### config.mk
export PLATFORM = sky130hd
export DESIGN_NAME = smx_div
export DESIGN_NICKNAME = d
export VERILOG_FILES = /design/src/sv/smx_pkg.sv /design/src/sv/smx_div.sv
export SDC_FILE = /design/constraint.sdc
export NUM_CORES = 1
export LEC_CHECK = 0
export BUFFER_PORTS_ARGS = -buffer_cell sky130_fd_sc_hd__buf_2
export CORE_MARGIN = 5
export CORE_UTILIZATION = 40
export DETAILED_ROUTE_END_ITERATION = 6
export GPL_TIMING_DRIVEN = 0
export SLEW_MARGIN = 10
export SYNTH_ARGS = -nofsm -noshare
export SYNTH_HDL_FRONTEND = slang
export SYNTH_SLANG_ARGS = --single-unit
### constraint.sdc
create_clock -name clk -period 6.2 [get_ports clk]
set_input_delay 0.93 -clock clk [delete_from_list [all_inputs] [get_ports clk]]
set_output_delay 0.93 -clock clk [all_outputs]
set_load 0.05 [all_outputs]
### src/sv/smx_pkg.sv
// smx_pkg: shared constants for the stack machine execution unit
// no dependencies; used by the interfaces, the divider and the top level
`default_nettype none

package smx_pkg;

  // data path and stack geometry
  localparam int DATA_W      = 32;
  localparam int STACK_DEPTH = 256;
  localparam int SP_W        = $clog2(STACK_DEPTH);
  localparam int CNT_W       = $clog2(STACK_DEPTH + 1);
  localparam int CMD_W       = 4;
  localparam int STAT_W      = 2;

  // divider iteration counter
  localparam int DIV_CNT_W = $clog2(DATA_W);

  // command codes
  localparam logic [CMD_W-1:0] CMD_BEGIN = 4'd0;
  localparam logic [CMD_W-1:0] CMD_END   = 4'd1;
  localparam logic [CMD_W-1:0] CMD_PUSH  = 4'd2;
  localparam logic [CMD_W-1:0] CMD_POP   = 4'd3;
  localparam logic [CMD_W-1:0] CMD_ADD   = 4'd4;
  localparam logic [CMD_W-1:0] CMD_SUB   = 4'd5;
  localparam logic [CMD_W-1:0] CMD_MUL   = 4'd6;
  localparam logic [CMD_W-1:0] CMD_DIV   = 4'd7;
  localparam logic [CMD_W-1:0] CMD_OUT   = 4'd8;
  localparam logic [CMD_W-1:0] CMD_IN    = 4'd9;

  // status codes
  localparam logic [STAT_W-1:0] STAT_OK    = 2'd0;
  localparam logic [STAT_W-1:0] STAT_UNDER = 2'd1;
  localparam logic [STAT_W-1:0] STAT_DIVZ  = 2'd2;
  localparam logic [STAT_W-1:0] STAT_OVER  = 2'd3;

endpackage

`default_nettype wire

### src/sv/smx_div.sv
// smx_div: signed 32-bit divider, truncating toward zero, one quotient bit per cycle
// depends on smx_pkg
`default_nettype none

module smx_div import smx_pkg::*; (
  input  wire logic              clk,
  input  wire logic              rst_n,
  input  wire logic              start_i,
  input  wire logic [DATA_W-1:0] a_i,
  input  wire logic [DATA_W-1:0] b_i,
  output logic                   done_o,
  output logic      [DATA_W-1:0] q_o
);

  logic [DATA_W-1:0]    rem_r;
  logic [DATA_W-1:0]    quo_r;
  logic [DATA_W-1:0]    den_r;
  logic                 neg_r;
  logic [DIV_CNT_W-1:0] cnt_r;
  logic                 busy_r;
  logic                 done_r;
  logic [DATA_W:0]      trial;
  logic [DATA_W-1:0]    mag_a;
  logic [DATA_W-1:0]    mag_b;

  // operand magnitudes
  assign mag_a = a_i[DATA_W-1] ? (DATA_W'(0) - a_i) : a_i;
  assign mag_b = b_i[DATA_W-1] ? (DATA_W'(0) - b_i) : b_i;

  // trial subtract of the shifted partial remainder
  assign trial = {rem_r, quo_r[DATA_W-1]} - {1'b0, den_r};

  // iteration control
  always_ff @(posedge clk) begin
    if (!rst_n) begin
      busy_r <= 1'b0;
      done_r <= 1'b0;
      cnt_r  <= '0;
    end else begin
      done_r <= 1'b0;
      if (start_i) begin
        busy_r <= 1'b1;
        cnt_r  <= DIV_CNT_W'(DATA_W - 1);
      end else if (busy_r) begin
        cnt_r <= cnt_r - DIV_CNT_W'(1);
        if (cnt_r == '0) begin
          busy_r <= 1'b0;
          done_r <= 1'b1;
        end
      end
    end
  end

  // restoring shift-subtract on magnitudes
  always_ff @(posedge clk) begin
    if (start_i) begin
      rem_r <= '0;
      quo_r <= mag_a;
      den_r <= mag_b;
      neg_r <= a_i[DATA_W-1] ^ b_i[DATA_W-1];
    end else if (busy_r) begin
      if (!trial[DATA_W]) begin
        rem_r <= trial[DATA_W-1:0];
        quo_r <= {quo_r[DATA_W-2:0], 1'b1};
      end else begin
        rem_r <= {rem_r[DATA_W-2:0], quo_r[DATA_W-1]};
        quo_r <= {quo_r[DATA_W-2:0], 1'b0};
      end
    end
  end

  // sign fix of the quotient
  assign q_o    = neg_r ? (DATA_W'(0) - quo_r) : quo_r;
  assign done_o = done_r;

endmodule

`default_nettype wire

==> results.json, run 1 <==
{
  "timing_worst_slew_pin_value_ns": 0.915,
  "synth.top_cell.area_share_pct": 25.0,
  "worst_path_largest_cell_delay_ns": 0.56,
  "clk_transition_reported_paths_ns": 0.08,
  "run_status": "finished clean",
  "finalNetCount": 1134,
  "synth.cells.most_frequent": "sky130_fd_sc_hd__nand2_1 (98), sky130_fd_sc_hd__xnor2_1 (79), sky130_fd_sc_hd__a21oi_1 (76)",
  "synth.lib_cells_used.distinct": 65,
  "core.rowCount": 51,
  "path_common_cell": "sky130_fd_sc_hd__or4_4",
  "grt_use_total_pct": 18.9,
  "first_global_vias": 6642,
  "report.final.hold_viol_count": 0,
  "r2r_slack_ns": 2.07,
  "yosysSeqAreaShare_pct": 34.9,
  "timing.final.crit_period_ns": 4.53,
  "grt_setup_unrepaired": "no",
  "core_area_um2": 19300,
  "slew_violations": 0,
  "synth_top_family_by_area": "compound AO/OA/AOI/OAI gates",
  "tritoncts_num_sinks": 104,
  "first_iter_violations": 378,
  "synth_area_per_cell_um2": 8.51,
  "critPathRequiredTime_ns": 5.27,
  "post_drt_via_cell_ratio": 5.49,
  "port_buffers": 99,
  "hold-path-endpoint": "rem_r[14]",
  "detailroute.via_count": 7131,
  "timing.critical_path.fanout_max": 5,
  "most_used_dff_post_synth": "sky130_fd_sc_hd__edfxtp_1",
  "place.gp.congestion": 0.892,
  "clock_insertion_delay_worst_skew_ns": 0.36,
  "dieHeight_um": 150,
  "antenna_found_initial": 0,
  "critical_path_buf_inv_count": 1,
  "largest_area_contributor_in_the_synthesized_netlist": "sky130_fd_sc_hd__edfxtp_1",
  "hold_fix_buffers_at_cts": 0,
  "cell_area_after_synthesis_um2": 7820,
  "synth-xor-area-share_pct": 13.3,
  "post-cts-setup-buffer-count": 0,
  "post_synth_fa_ha_maj_area_fraction_pct": 6.17,
  "post_route_cells_drive_above_1_share_pct": 13.3,
  "first_pass_iters": 5,
  "rel_slew_slack_pct": 38.6,
  "grt_pass1_wl_um": 33900,
  "power_density_nw_per_um2": 244,
  "crit-reg2reg-launch": "quo_r[31]",
  "most_used_standard_cell_by_instance_count_after_synthesis": "sky130_fd_sc_hd__nand2_1",
  "synth_cells": 919,
  "power.ir.vdd_worst_uv": 137,
  "cells_along_the_critical_path": "or4_4 -> nor4_1 -> nor2b_1 -> nand2_1 -> or3_4 -> or4_4 -> o41ai_2 -> xnor2_1 -> buf_2",
  "power.leakage_uw": 0.00351,
  "finish.utilization_pct": 46.3,
  "quantity_of_gates_resized_following_cts": 0,
  "worstHoldStart": "rem_r[13]",
  "antenna_cells": 0,
  "pin_count": 100,
  "synth-warning-count": 0,
  "initial_core_util_pct": 40.5,
  "synth_area_in_compound_gates_pct": 21.1,
  "grt_max_degree": 38,
  "maximum_level_of_the_cts_h_tree": 3,
  "synth-async-reset-ratio_pct": 0,
  "reg2reg_depth": 12,
  "layout-area-overhead-vs-synth_pct": 14.3,
  "ctsRootBufferMaster": "sky130_fd_sc_hd__clkbuf_16",
  "detailedPlacementHpwl_um": 16700,
  "finalSetupViolCount": 0,
  "cts_inserted_buffers": 9,
  "critical_path_class": "reg2out",
  "die_width_um": 150,
  "wl_um": 21500,
  "antenna_violating_nets_post_route": 0,
  "timing.final.crit_share_pct": 73.1,
  "share_of_synthesized_area_spent_on_multiplexers_pct": 0.784,
  "hold_path_class": "reg2reg",
  "max_freq_ghz": 0.221,
  "remaining_drc_errors": 0,
  "rr_endpoint": "rem_r[29]",
  "cap_viol_max_count": 0,
  "worst_hold_margin_ns": 0.500,
  "cp_slowest_cell": "sky130_fd_sc_hd__or4_4",
  "syn_nets": 1024,
  "synth_seq_cells": 104,
  "cts_tree": "built",
  "design.die.area_um2": 22500,
  "path_delay_family": "simple AND/OR/NAND/NOR gates",
  "cp_data_arrival_time_ns": 3.60,
  "cts_max_path_buffers": 2,
  "totalNegativeSetupSlack_ns": 0,
  "critical_path.startpoint_type": "register",
  "wire_per_inst_um": 16.6,
  "timing.critical_path.to_type": "output port",
  "timing.clock.skew_ns": 0.00855,
  "grt.overflow.total": 0,
  "worstHoldPathCells": 2,
  "count_of_flip_flops_with_a_built_in_enable_after_synthesis": 65,
  "synthTopCellsByArea": "sky130_fd_sc_hd__edfxtp_1 (25%), sky130_fd_sc_hd__dfxtp_1 (10%), sky130_fd_sc_hd__xnor2_1 (8.8%)",
  "synthSimpleGateAreaFrac_pct": 19.1
}
per-layer routing:
layer	wire, µm	part of all wire, %	global-route usage (%)	vias to the layer above
li1	-	-	-	3568
met1	10100	47	26.5	3344
met2	9890	46	30.8	190
met3	1170	5.4	1.91	29
met4	393	1.8	6.13	0
met5	0	0	0	-
how the worst max path moves through the flow:
stage / from / end / cells after the start
global route: quo_r[9] / q_o[29] / 9
global placement: quo_r[10] / q_o[29] / 9
finish: quo_r[9] / q_o[29] / 9
detailed placement: quo_r[10] / q_o[29] / 9
CTS: quo_r[10] / q_o[29] / 9
floorplan: quo_r[17] / q_o[29] / 7
worst reg2reg max path: cells and delay by family (launching register included):
family,cells,cell delay [ns]
xor+xnor,1,0.58
simple gates,1,0.21
compound gates,6,1.62
fa+ha+maj,2,0.60
flops,1,0.48
buf+inv,2,0.59
cell families (layout without fill, tap and decap cells):
logic type                 count (synthesis)  in the layout
and+or+nand+nor                          304            304
AOI/OAI and AO/OA                        255            255
buffers and inverters                     94            209
adders and majority gates                 38             38
DFF                                      104            104
xor gates and xnor gates                 118            118
muxes                                      6              6
state kept, by name, summed over array words and instances, names as in the netlist:
| signal | count |
|---|---|
| den_r | 32 |
| quo_r | 32 |
| rem_r | 32 |
| cnt_r | 5 |
| busy_r | 1 |
| done_o | 1 |
| neg_r | 1 |
layout make-up:
class                      instances  area (µm²)
multi-input combinational        721        4730
sequential                       104        2730
clock buffer                       9         225
clock inverter                     7        70.1
buffer                            41         160
timing repair buffer              99         495
tap                              265         332
fill                            1966       10400
inverter                          53         199
where the power goes:
part           internal (µW)  switching (µW)  leakage (µW)
clock                    314             273      0.000146
sequential               812            55.7      0.000958
combinational            243             488       0.00241
total                   1370             818       0.00351
cell usage in the layout (no fill, tap or decap), types with 5 or more instances in the layout:
| master | Yosys | final |
|---|---|---|
| sky130_fd_sc_hd__buf_2 | 2 | 101 |
| sky130_fd_sc_hd__nand2_1 | 98 | 98 |
| sky130_fd_sc_hd__xnor2_1 | 79 | 79 |
| sky130_fd_sc_hd__a21oi_1 | 76 | 76 |
| sky130_fd_sc_hd__nor2_1 | 74 | 74 |
| sky130_fd_sc_hd__edfxtp_1 | 65 | 65 |
| sky130_fd_sc_hd__o21ai_0 | 59 | 59 |
| sky130_fd_sc_hd__inv_1 | 53 | 52 |
| sky130_fd_sc_hd__dfxtp_1 | 39 | 39 |
| sky130_fd_sc_hd__xor2_1 | 38 | 38 |
| sky130_fd_sc_hd__ha_1 | 37 | 37 |
| sky130_fd_sc_hd__clkbuf_1 | 35 | 35 |
| sky130_fd_sc_hd__nand3_1 | 29 | 29 |
| sky130_fd_sc_hd__o31ai_1 | 25 | 25 |
| sky130_fd_sc_hd__nand2b_1 | 16 | 16 |
| sky130_fd_sc_hd__a311oi_1 | 15 | 15 |
| sky130_fd_sc_hd__nor3_1 | 14 | 14 |
| sky130_fd_sc_hd__or3_1 | 12 | 12 |
| sky130_fd_sc_hd__o41ai_1 | 12 | 12 |
| sky130_fd_sc_hd__a21o_1 | 12 | 12 |
| sky130_fd_sc_hd__or4_1 | 10 | 10 |
| sky130_fd_sc_hd__nand4_1 | 9 | 9 |
| sky130_fd_sc_hd__clkbuf_16 | 0 | 9 |
| sky130_fd_sc_hd__a211oi_1 | 8 | 8 |
| sky130_fd_sc_hd__nor2b_1 | 7 | 7 |
| sky130_fd_sc_hd__nor3b_1 | 6 | 6 |
| sky130_fd_sc_hd__nor4_1 | 5 | 5 |
| sky130_fd_sc_hd__mux2i_1 | 5 | 5 |
| sky130_fd_sc_hd__o211ai_1 | 5 | 5 |
| sky130_fd_sc_hd__o21bai_1 | 5 | 5 |
| sky130_fd_sc_hd__a32oi_1 | 5 | 5 |
metrics by stage:
step	cells	instance area, µm²	setup WS (ns)	total power, µW
floorplan	919	7820	2.25	1410
global route	1299	8940	1.41	2290
detailed placement	1283	8650	2.05	1610
CTS	1299	8940	1.66	2200
global placement	1283	8650	2.08	1610
finish	1299	8940	1.67	2190
No activity file was read; power rests on OpenSTA's default activity.
==> run 2: changes to the inputs <==
==> constraint.sdc (replaced) <==
create_clock -name clk -period 4.4 [get_ports clk]
set_input_delay 0.66 -clock clk [delete_from_list [all_inputs] [get_ports clk]]
set_output_delay 0.66 -clock clk [all_outputs]
set_load 0.05 [all_outputs]
==> results.json, run 2 (same netlist as run 1, synthesis figures left out) <==
{
  "rel_slew_slack_pct": 38.6,
  "remaining_drc_errors": 0,
  "layout.filler_cells": 1965,
  "cells_along_the_critical_path": "or4_4 -> nor4_2 -> nor2b_1 -> nand2_1 -> or3_4 -> or4_4 -> o41ai_2 -> xnor2_1 -> buf_2",
  "pin_count": 100,
  "timing.final.crit_share_pct": 94.1,
  "cts_tree": "built",
  "maximum_level_of_the_cts_h_tree": 3,
  "first_iter_violations": 405,
  "cts_inserted_buffers": 9,
  "finalNetCount": 1136,
  "totalNegativeSetupSlack_ns": 0,
  "antenna_cells": 0,
  "ctsRootBufferMaster": "sky130_fd_sc_hd__clkbuf_16",
  "wire_per_inst_um": 16.5,
  "power.ir.vdd_worst_uv": 192,
  "rr_endpoint": "quo_r[0]",
  "max_freq_ghz": 0.242,
  "cp_data_arrival_time_ns": 3.48,
  "antenna_violating_nets_post_route": 0,
  "first_global_vias": 6642,
  "worstHoldPathCells": 2,
  "ff_latch_area_um2": 2730,
  "critPathRequiredTime_ns": 3.74,
  "clock_insertion_delay_worst_skew_ns": 0.36,
  "slew_violations": 0,
  "timing.final.crit_period_ns": 4.14,
  "finalSetupViolCount": 0,
  "design.die.area_um2": 22500,
  "power.leakage_uw": 0.00352,
  "run_status": "finished clean",
  "timing.clock.skew_ns": 0.00927,
  "layout-area-overhead-vs-synth_pct": 14.6,
  "detailroute.via_count": 7143,
  "reg.largest.list": "den_r x32, quo_r x32, rem_r x32",
  "total_power_of_the_final_layout_uw": 3080,
  "antenna_found_initial": 0,
  "place.gp.congestion": 0.892,
  "clk_transition_reported_paths_ns": 0.08,
  "port_buffers": 99,
  "grt_max_degree": 38,
  "grt.overflow.total": 0,
  "hold-path-endpoint": "rem_r[14]",
  "die_width_um": 150,
  "initial_core_util_pct": 40.5,
  "hold_path_class": "reg2reg",
  "crit-reg2reg-launch": "quo_r[31]",
  "grt_setup_unrepaired": "no",
  "cts_max_path_buffers": 2,
  "timing.critical_path.to_type": "output port",
  "report.final.hold_viol_count": 0,
  "wl_um": 21500,
  "detailedPlacementHpwl_um": 16700,
  "dieHeight_um": 150,
  "grt_use_total_pct": 18.9,
  "worstHoldStart": "rem_r[13]",
  "multi_input_area_um2": 4740,
  "cap_viol_max_count": 0,
  "critical_path_class": "reg2out",
  "cp_slowest_cell": "sky130_fd_sc_hd__or4_4",
  "core_area_um2": 19300,
  "layout.cells.most_common": "sky130_fd_sc_hd__buf_2",
  "first_pass_iters": 5,
  "timing.critical_path.fanout_max": 5,
  "layout.cells.most_common_list": "sky130_fd_sc_hd__buf_2 (101), sky130_fd_sc_hd__nand2_1 (98), sky130_fd_sc_hd__xnor2_1 (79)",
  "path_common_cell": "sky130_fd_sc_hd__or4_4",
  "tritoncts_num_sinks": 104,
  "timing_worst_slew_pin_value_ns": 0.916,
  "post_route_cells_drive_above_1_share_pct": 13.6,
  "core.rowCount": 51,
  "worst_path_largest_cell_delay_ns": 0.57,
  "power_density_nw_per_um2": 344,
  "critical_path.startpoint_type": "register",
  "post_drt_via_cell_ratio": 5.49,
  "reg2reg_depth": 11,
  "grt_pass1_wl_um": 33900,
  "r2r_slack_ns": 0.33
}
## run 2: cell count changes in the layout (fill, tap and decap cells not counted), sizes merged
cell	change
buf	+2
## run 2: worst max-delay path by stage
stage	startpoint	endpoint	slack [ns]	cells after the start
global placement	quo_r[31]	rem_r[29]	0.35	12
floorplan	quo_r[17]	q_o[29]	0.72	7
CTS	quo_r[10]	q_o[29]	0.13	9
detailed placement	quo_r[31]	rem_r[18]	0.33	12
finish	quo_r[9]	q_o[29]	0.26	9
global route	quo_r[31]	rem_r[13]	0.03	12
## run 2: repair_timing
item / CTS / global route
setup endpoints to repair: 0 / 5
setup buffers: 0 / 2
hold buffers: 0 / 0
resized for setup: 0 / 1
## run 2: area by class of cell
type / count / share of cell area [%]
repair buffers: 101 / 5.69
inverters: 53 / 2.22
multi-input cells: 721 / 52.8
clock buffers: 9 / 2.51
flip-flops and latches: 104 / 30.5
plain buffers: 41 / 1.79
well taps: 265 / 3.70
clock inverters: 7 / 0.781
## run 2: worst max-delay path, delay by kind of cell, from the launching register on
kind                      cells  cell delay (ns)
AOI/OAI and AO/OA             1             0.24
xor gates and xnor gates      1             0.15
buffers and inverters         1             0.28
DFF                           1             0.45
and+or+nand+nor               6             2.00
## run 2: where the power goes
| part | total (µW) | internal (µW) | switching (µW) |
|---|---|---|---|
| registers | 1220 | 1140 | 79.0 |
| clock network | 829 | 442 | 387 |
| logic | 1030 | 343 | 689 |
## run 2: metal layers
metal,up-vias,part of all wire [%],GRT usage (%)
li1,3571,-,-
met1,3347,47,26.5
met2,196,46,30.8
met3,29,5.1,1.91
met4,0,1.8,6.13
met5,-,0,0
## run 2: stage by stage
| stage | utilization, % | instance area (µm²) | std cells | hold WS (ns) | setup WS, ns |
|---|---|---|---|---|---|
| finish | 46.4 | 8970 | 1301 | 0.500 | 0.260 |
| global route | 46.4 | 8970 | 1301 | 0.509 | 0.0333 |
| CTS | 46.3 | 8940 | 1299 | 0.500 | 0.125 |
| detailed placement | 44.7 | 8650 | 1283 | 0.491 | 0.334 |
| global placement | 44.7 | 8650 | 1283 | 0.491 | 0.350 |
| floorplan | - | 7820 | 919 | 0.453 | 0.719 |
==> run 3: changes to the inputs <==
--- a/config.mk
+++ b/config.mk
@@ -7,9 +7,11 @@
 export LEC_CHECK = 0
 export BUFFER_PORTS_ARGS = -buffer_cell sky130_fd_sc_hd__buf_2
 export CORE_MARGIN = 5
-export CORE_UTILIZATION = 40
+export CORE_UTILIZATION = 59
 export DETAILED_ROUTE_END_ITERATION = 6
 export GPL_TIMING_DRIVEN = 0
+export PLACE_DENSITY = 0.81
+export REMOVE_ABC_BUFFERS = 1
 export SLEW_MARGIN = 10
 export SYNTH_ARGS = -nofsm -noshare
 export SYNTH_HDL_FRONTEND = slang
==> results.json, run 3 (same netlist as run 1, synthesis figures left out) <==
{
  "setup.worst_path.end": "q_o[29]",
  "pin_count": 100,
  "power.leakage_uw": 0.00351,
  "design.die.area_um2": 15700,
  "post_route_cells_drive_above_1_share_pct": 14.1,
  "dp_cells": 1157,
  "total_switching_power_uw": 1110,
  "clk_transition_reported_paths_ns": 0.07,
  "max_freq_ghz": 0.237,
  "clock_insertion_delay_worst_skew_ns": 0.36,
  "maximum_level_of_the_cts_h_tree": 3,
  "quantity_of_gates_resized_following_cts": 0,
  "grt_pass1_wl_um": 31900,
  "cts_inserted_buffers": 9,
  "timing.clock.skew_ns": 0.00980,
  "grt_max_degree": 70,
  "wl_um": 19000,
  "detailroute.via_count": 7089,
  "cts_tree": "built",
  "timing.critical_path.from": "quo_r[9]",
  "wire_per_inst_um": 16.2,
  "post_drt_via_cell_ratio": 6.04,
  "antenna_violating_nets_post_route": 0,
  "remaining_drc_errors": 0,
  "timing.final.crit_period_ns": 4.23,
  "power.ir.vdd_worst_uv": 309,
  "critical_path_class": "reg2out",
  "switching_share_pct": 36.1,
  "first_iter_violations": 519,
  "hold_path_class": "reg2reg",
  "layout-area-overhead-vs-synth_pct": 12.8,
  "power_density_nw_per_um2": 349,
  "timing.final.crit_share_pct": 96.0,
  "post-cts-setup-buffer-count": 0,
  "cts_max_path_buffers": 2,
  "die_width_um": 125,
  "r2r_slack_ns": 0.33,
  "initial_core_util_pct": 59.5,
  "ctsRootBufferMaster": "sky130_fd_sc_hd__clkbuf_16",
  "antenna_cells": 0,
  "core.rowCount": 42,
  "port_buffers": 99,
  "reg2reg_depth": 11,
  "slew_violations": 0,
  "place.gp.congestion": 0.917,
  "rel_slew_slack_pct": 23.3,
  "timing.critical_path.to_type": "output port",
  "report.final.hold_viol_count": 0,
  "critPathRequiredTime_ns": 3.74,
  "layout.cells.most_common_list": "sky130_fd_sc_hd__nand2_1 (98), sky130_fd_sc_hd__buf_2 (98), sky130_fd_sc_hd__xnor2_1 (79)",
  "core_area_um2": 13100,
  "dieHeight_um": 125,
  "rr_endpoint": "rem_r[22]",
  "tritoncts_num_sinks": 104,
  "detailedPlacementHpwl_um": 14000,
  "finalNetCount": 1097,
  "crit-reg2reg-launch": "quo_r[31]",
  "grt_use_total_pct": 24.3,
  "cp_data_arrival_time_ns": 3.57,
  "worst_hold_margin_ns": 0.499,
  "grt_setup_unrepaired": "no",
  "reg.largest.list": "den_r x32, quo_r x32, rem_r x32",
  "timing_worst_slew_pin_value_ns": 1.14,
  "timing.critical_path.fanout_max": 5,
  "intPower_uw": 1970,
  "power.share.clock_pct": 27.5,
  "share_seq_of_total_power_pct": 39.8,
  "first_pass_iters": 5,
  "layoutNonFillerInstCount": 1173,
  "cap_viol_max_count": 0,
  "first_global_vias": 6711,
  "antenna_found_initial": 2,
  "hold_fix_buffers_at_cts": 0,
  "critical_path.startpoint_type": "register",
  "grt.overflow.total": 0,
  "run_status": "finished clean",
  "pwr-share-comb_pct": 32.7,
  "finalSetupViolCount": 0
}
## run 3: worst min path at each step
stage	startpoint	to	slack [ns]	depth (start not counted)
3_3_place_gp	rem_r[8]	rem_r[8]	0.48	2
2_1_floorplan	rem_r[8]	rem_r[8]	0.45	2
6_report	rem_r[4]	rem_r[5]	0.50	2
4_1_cts	rem_r[8]	rem_r[8]	0.50	2
5_1_grt	rem_r[8]	rem_r[8]	0.52	2
3_5_place_dp	rem_r[8]	rem_r[8]	0.49	2
## run 3: metrics by stage
| step | total power [µW] | setup TNS (ns) | util [%] | instance area [µm²] | worst slack, ns |
|---|---|---|---|---|---|
| 2_1_floorplan | 1960 | 0 | - | 7660 | 0.719 |
| 5_1_grt | 3250 | 0 | 67.2 | 8820 | 0.000560 |
| 3_3_place_gp | 2220 | -26.94 | 63.8 | 8380 | -0.760 |
| 3_5_place_dp | 2240 | 0 | 64.7 | 8500 | 0.392 |
| 4_1_cts | 3090 | 0 | 67.1 | 8820 | 0.158 |
| 6_report | 3080 | 0 | 67.2 | 8820 | 0.174 |
## run 3: worst max-delay path, stage by stage (launching register included)
cell	delay, ns
sky130_fd_sc_hd__edfxtp_1	0.45
sky130_fd_sc_hd__or4_4	0.56
sky130_fd_sc_hd__nor4_1	0.29
sky130_fd_sc_hd__nor2b_1	0.24
sky130_fd_sc_hd__nand2_1	0.16
sky130_fd_sc_hd__or3_4	0.37
sky130_fd_sc_hd__or4_4	0.46
sky130_fd_sc_hd__o41ai_2	0.25
sky130_fd_sc_hd__xnor2_1	0.15
sky130_fd_sc_hd__buf_2	0.28
## run 3: metal layers
layer | up-vias | routed length [µm] | global-route usage, % | part of all wire [%]
met5 | - | 25 | 0 | 0.13
met4 | 4 | 509 | 8.67 | 2.7
met3 | 44 | 1060 | 3.62 | 5.6
met2 | 227 | 9030 | 40.4 | 48
met1 | 3330 | 8330 | 32.3 | 44
li1 | 3484 | - | - | -
## run 3: power groups by stage
stage / combinational (µW) / sequential [µW] / clock [µW]
6_report: 1010 / 1230 / 848
5_1_grt: 1100 / 1240 / 908
4_1_cts: 1000 / 1220 / 864
3_5_place_dp: 994 / 1250 / 0
3_3_place_gp: 967 / 1250 / 0
2_1_floorplan: 733 / 1230 / 0
## run 3: layout make-up
cell class | count | area [µm²]
Multi-Input combinational cell | 721 | 4770
Fill cell | 1118 | 4320
Sequential cell | 104 | 2730
Timing Repair Buffer | 103 | 588
Clock buffer | 11 | 254
Tap cell | 176 | 220
Inverter | 53 | 199
Clock inverter | 5 | 61.3
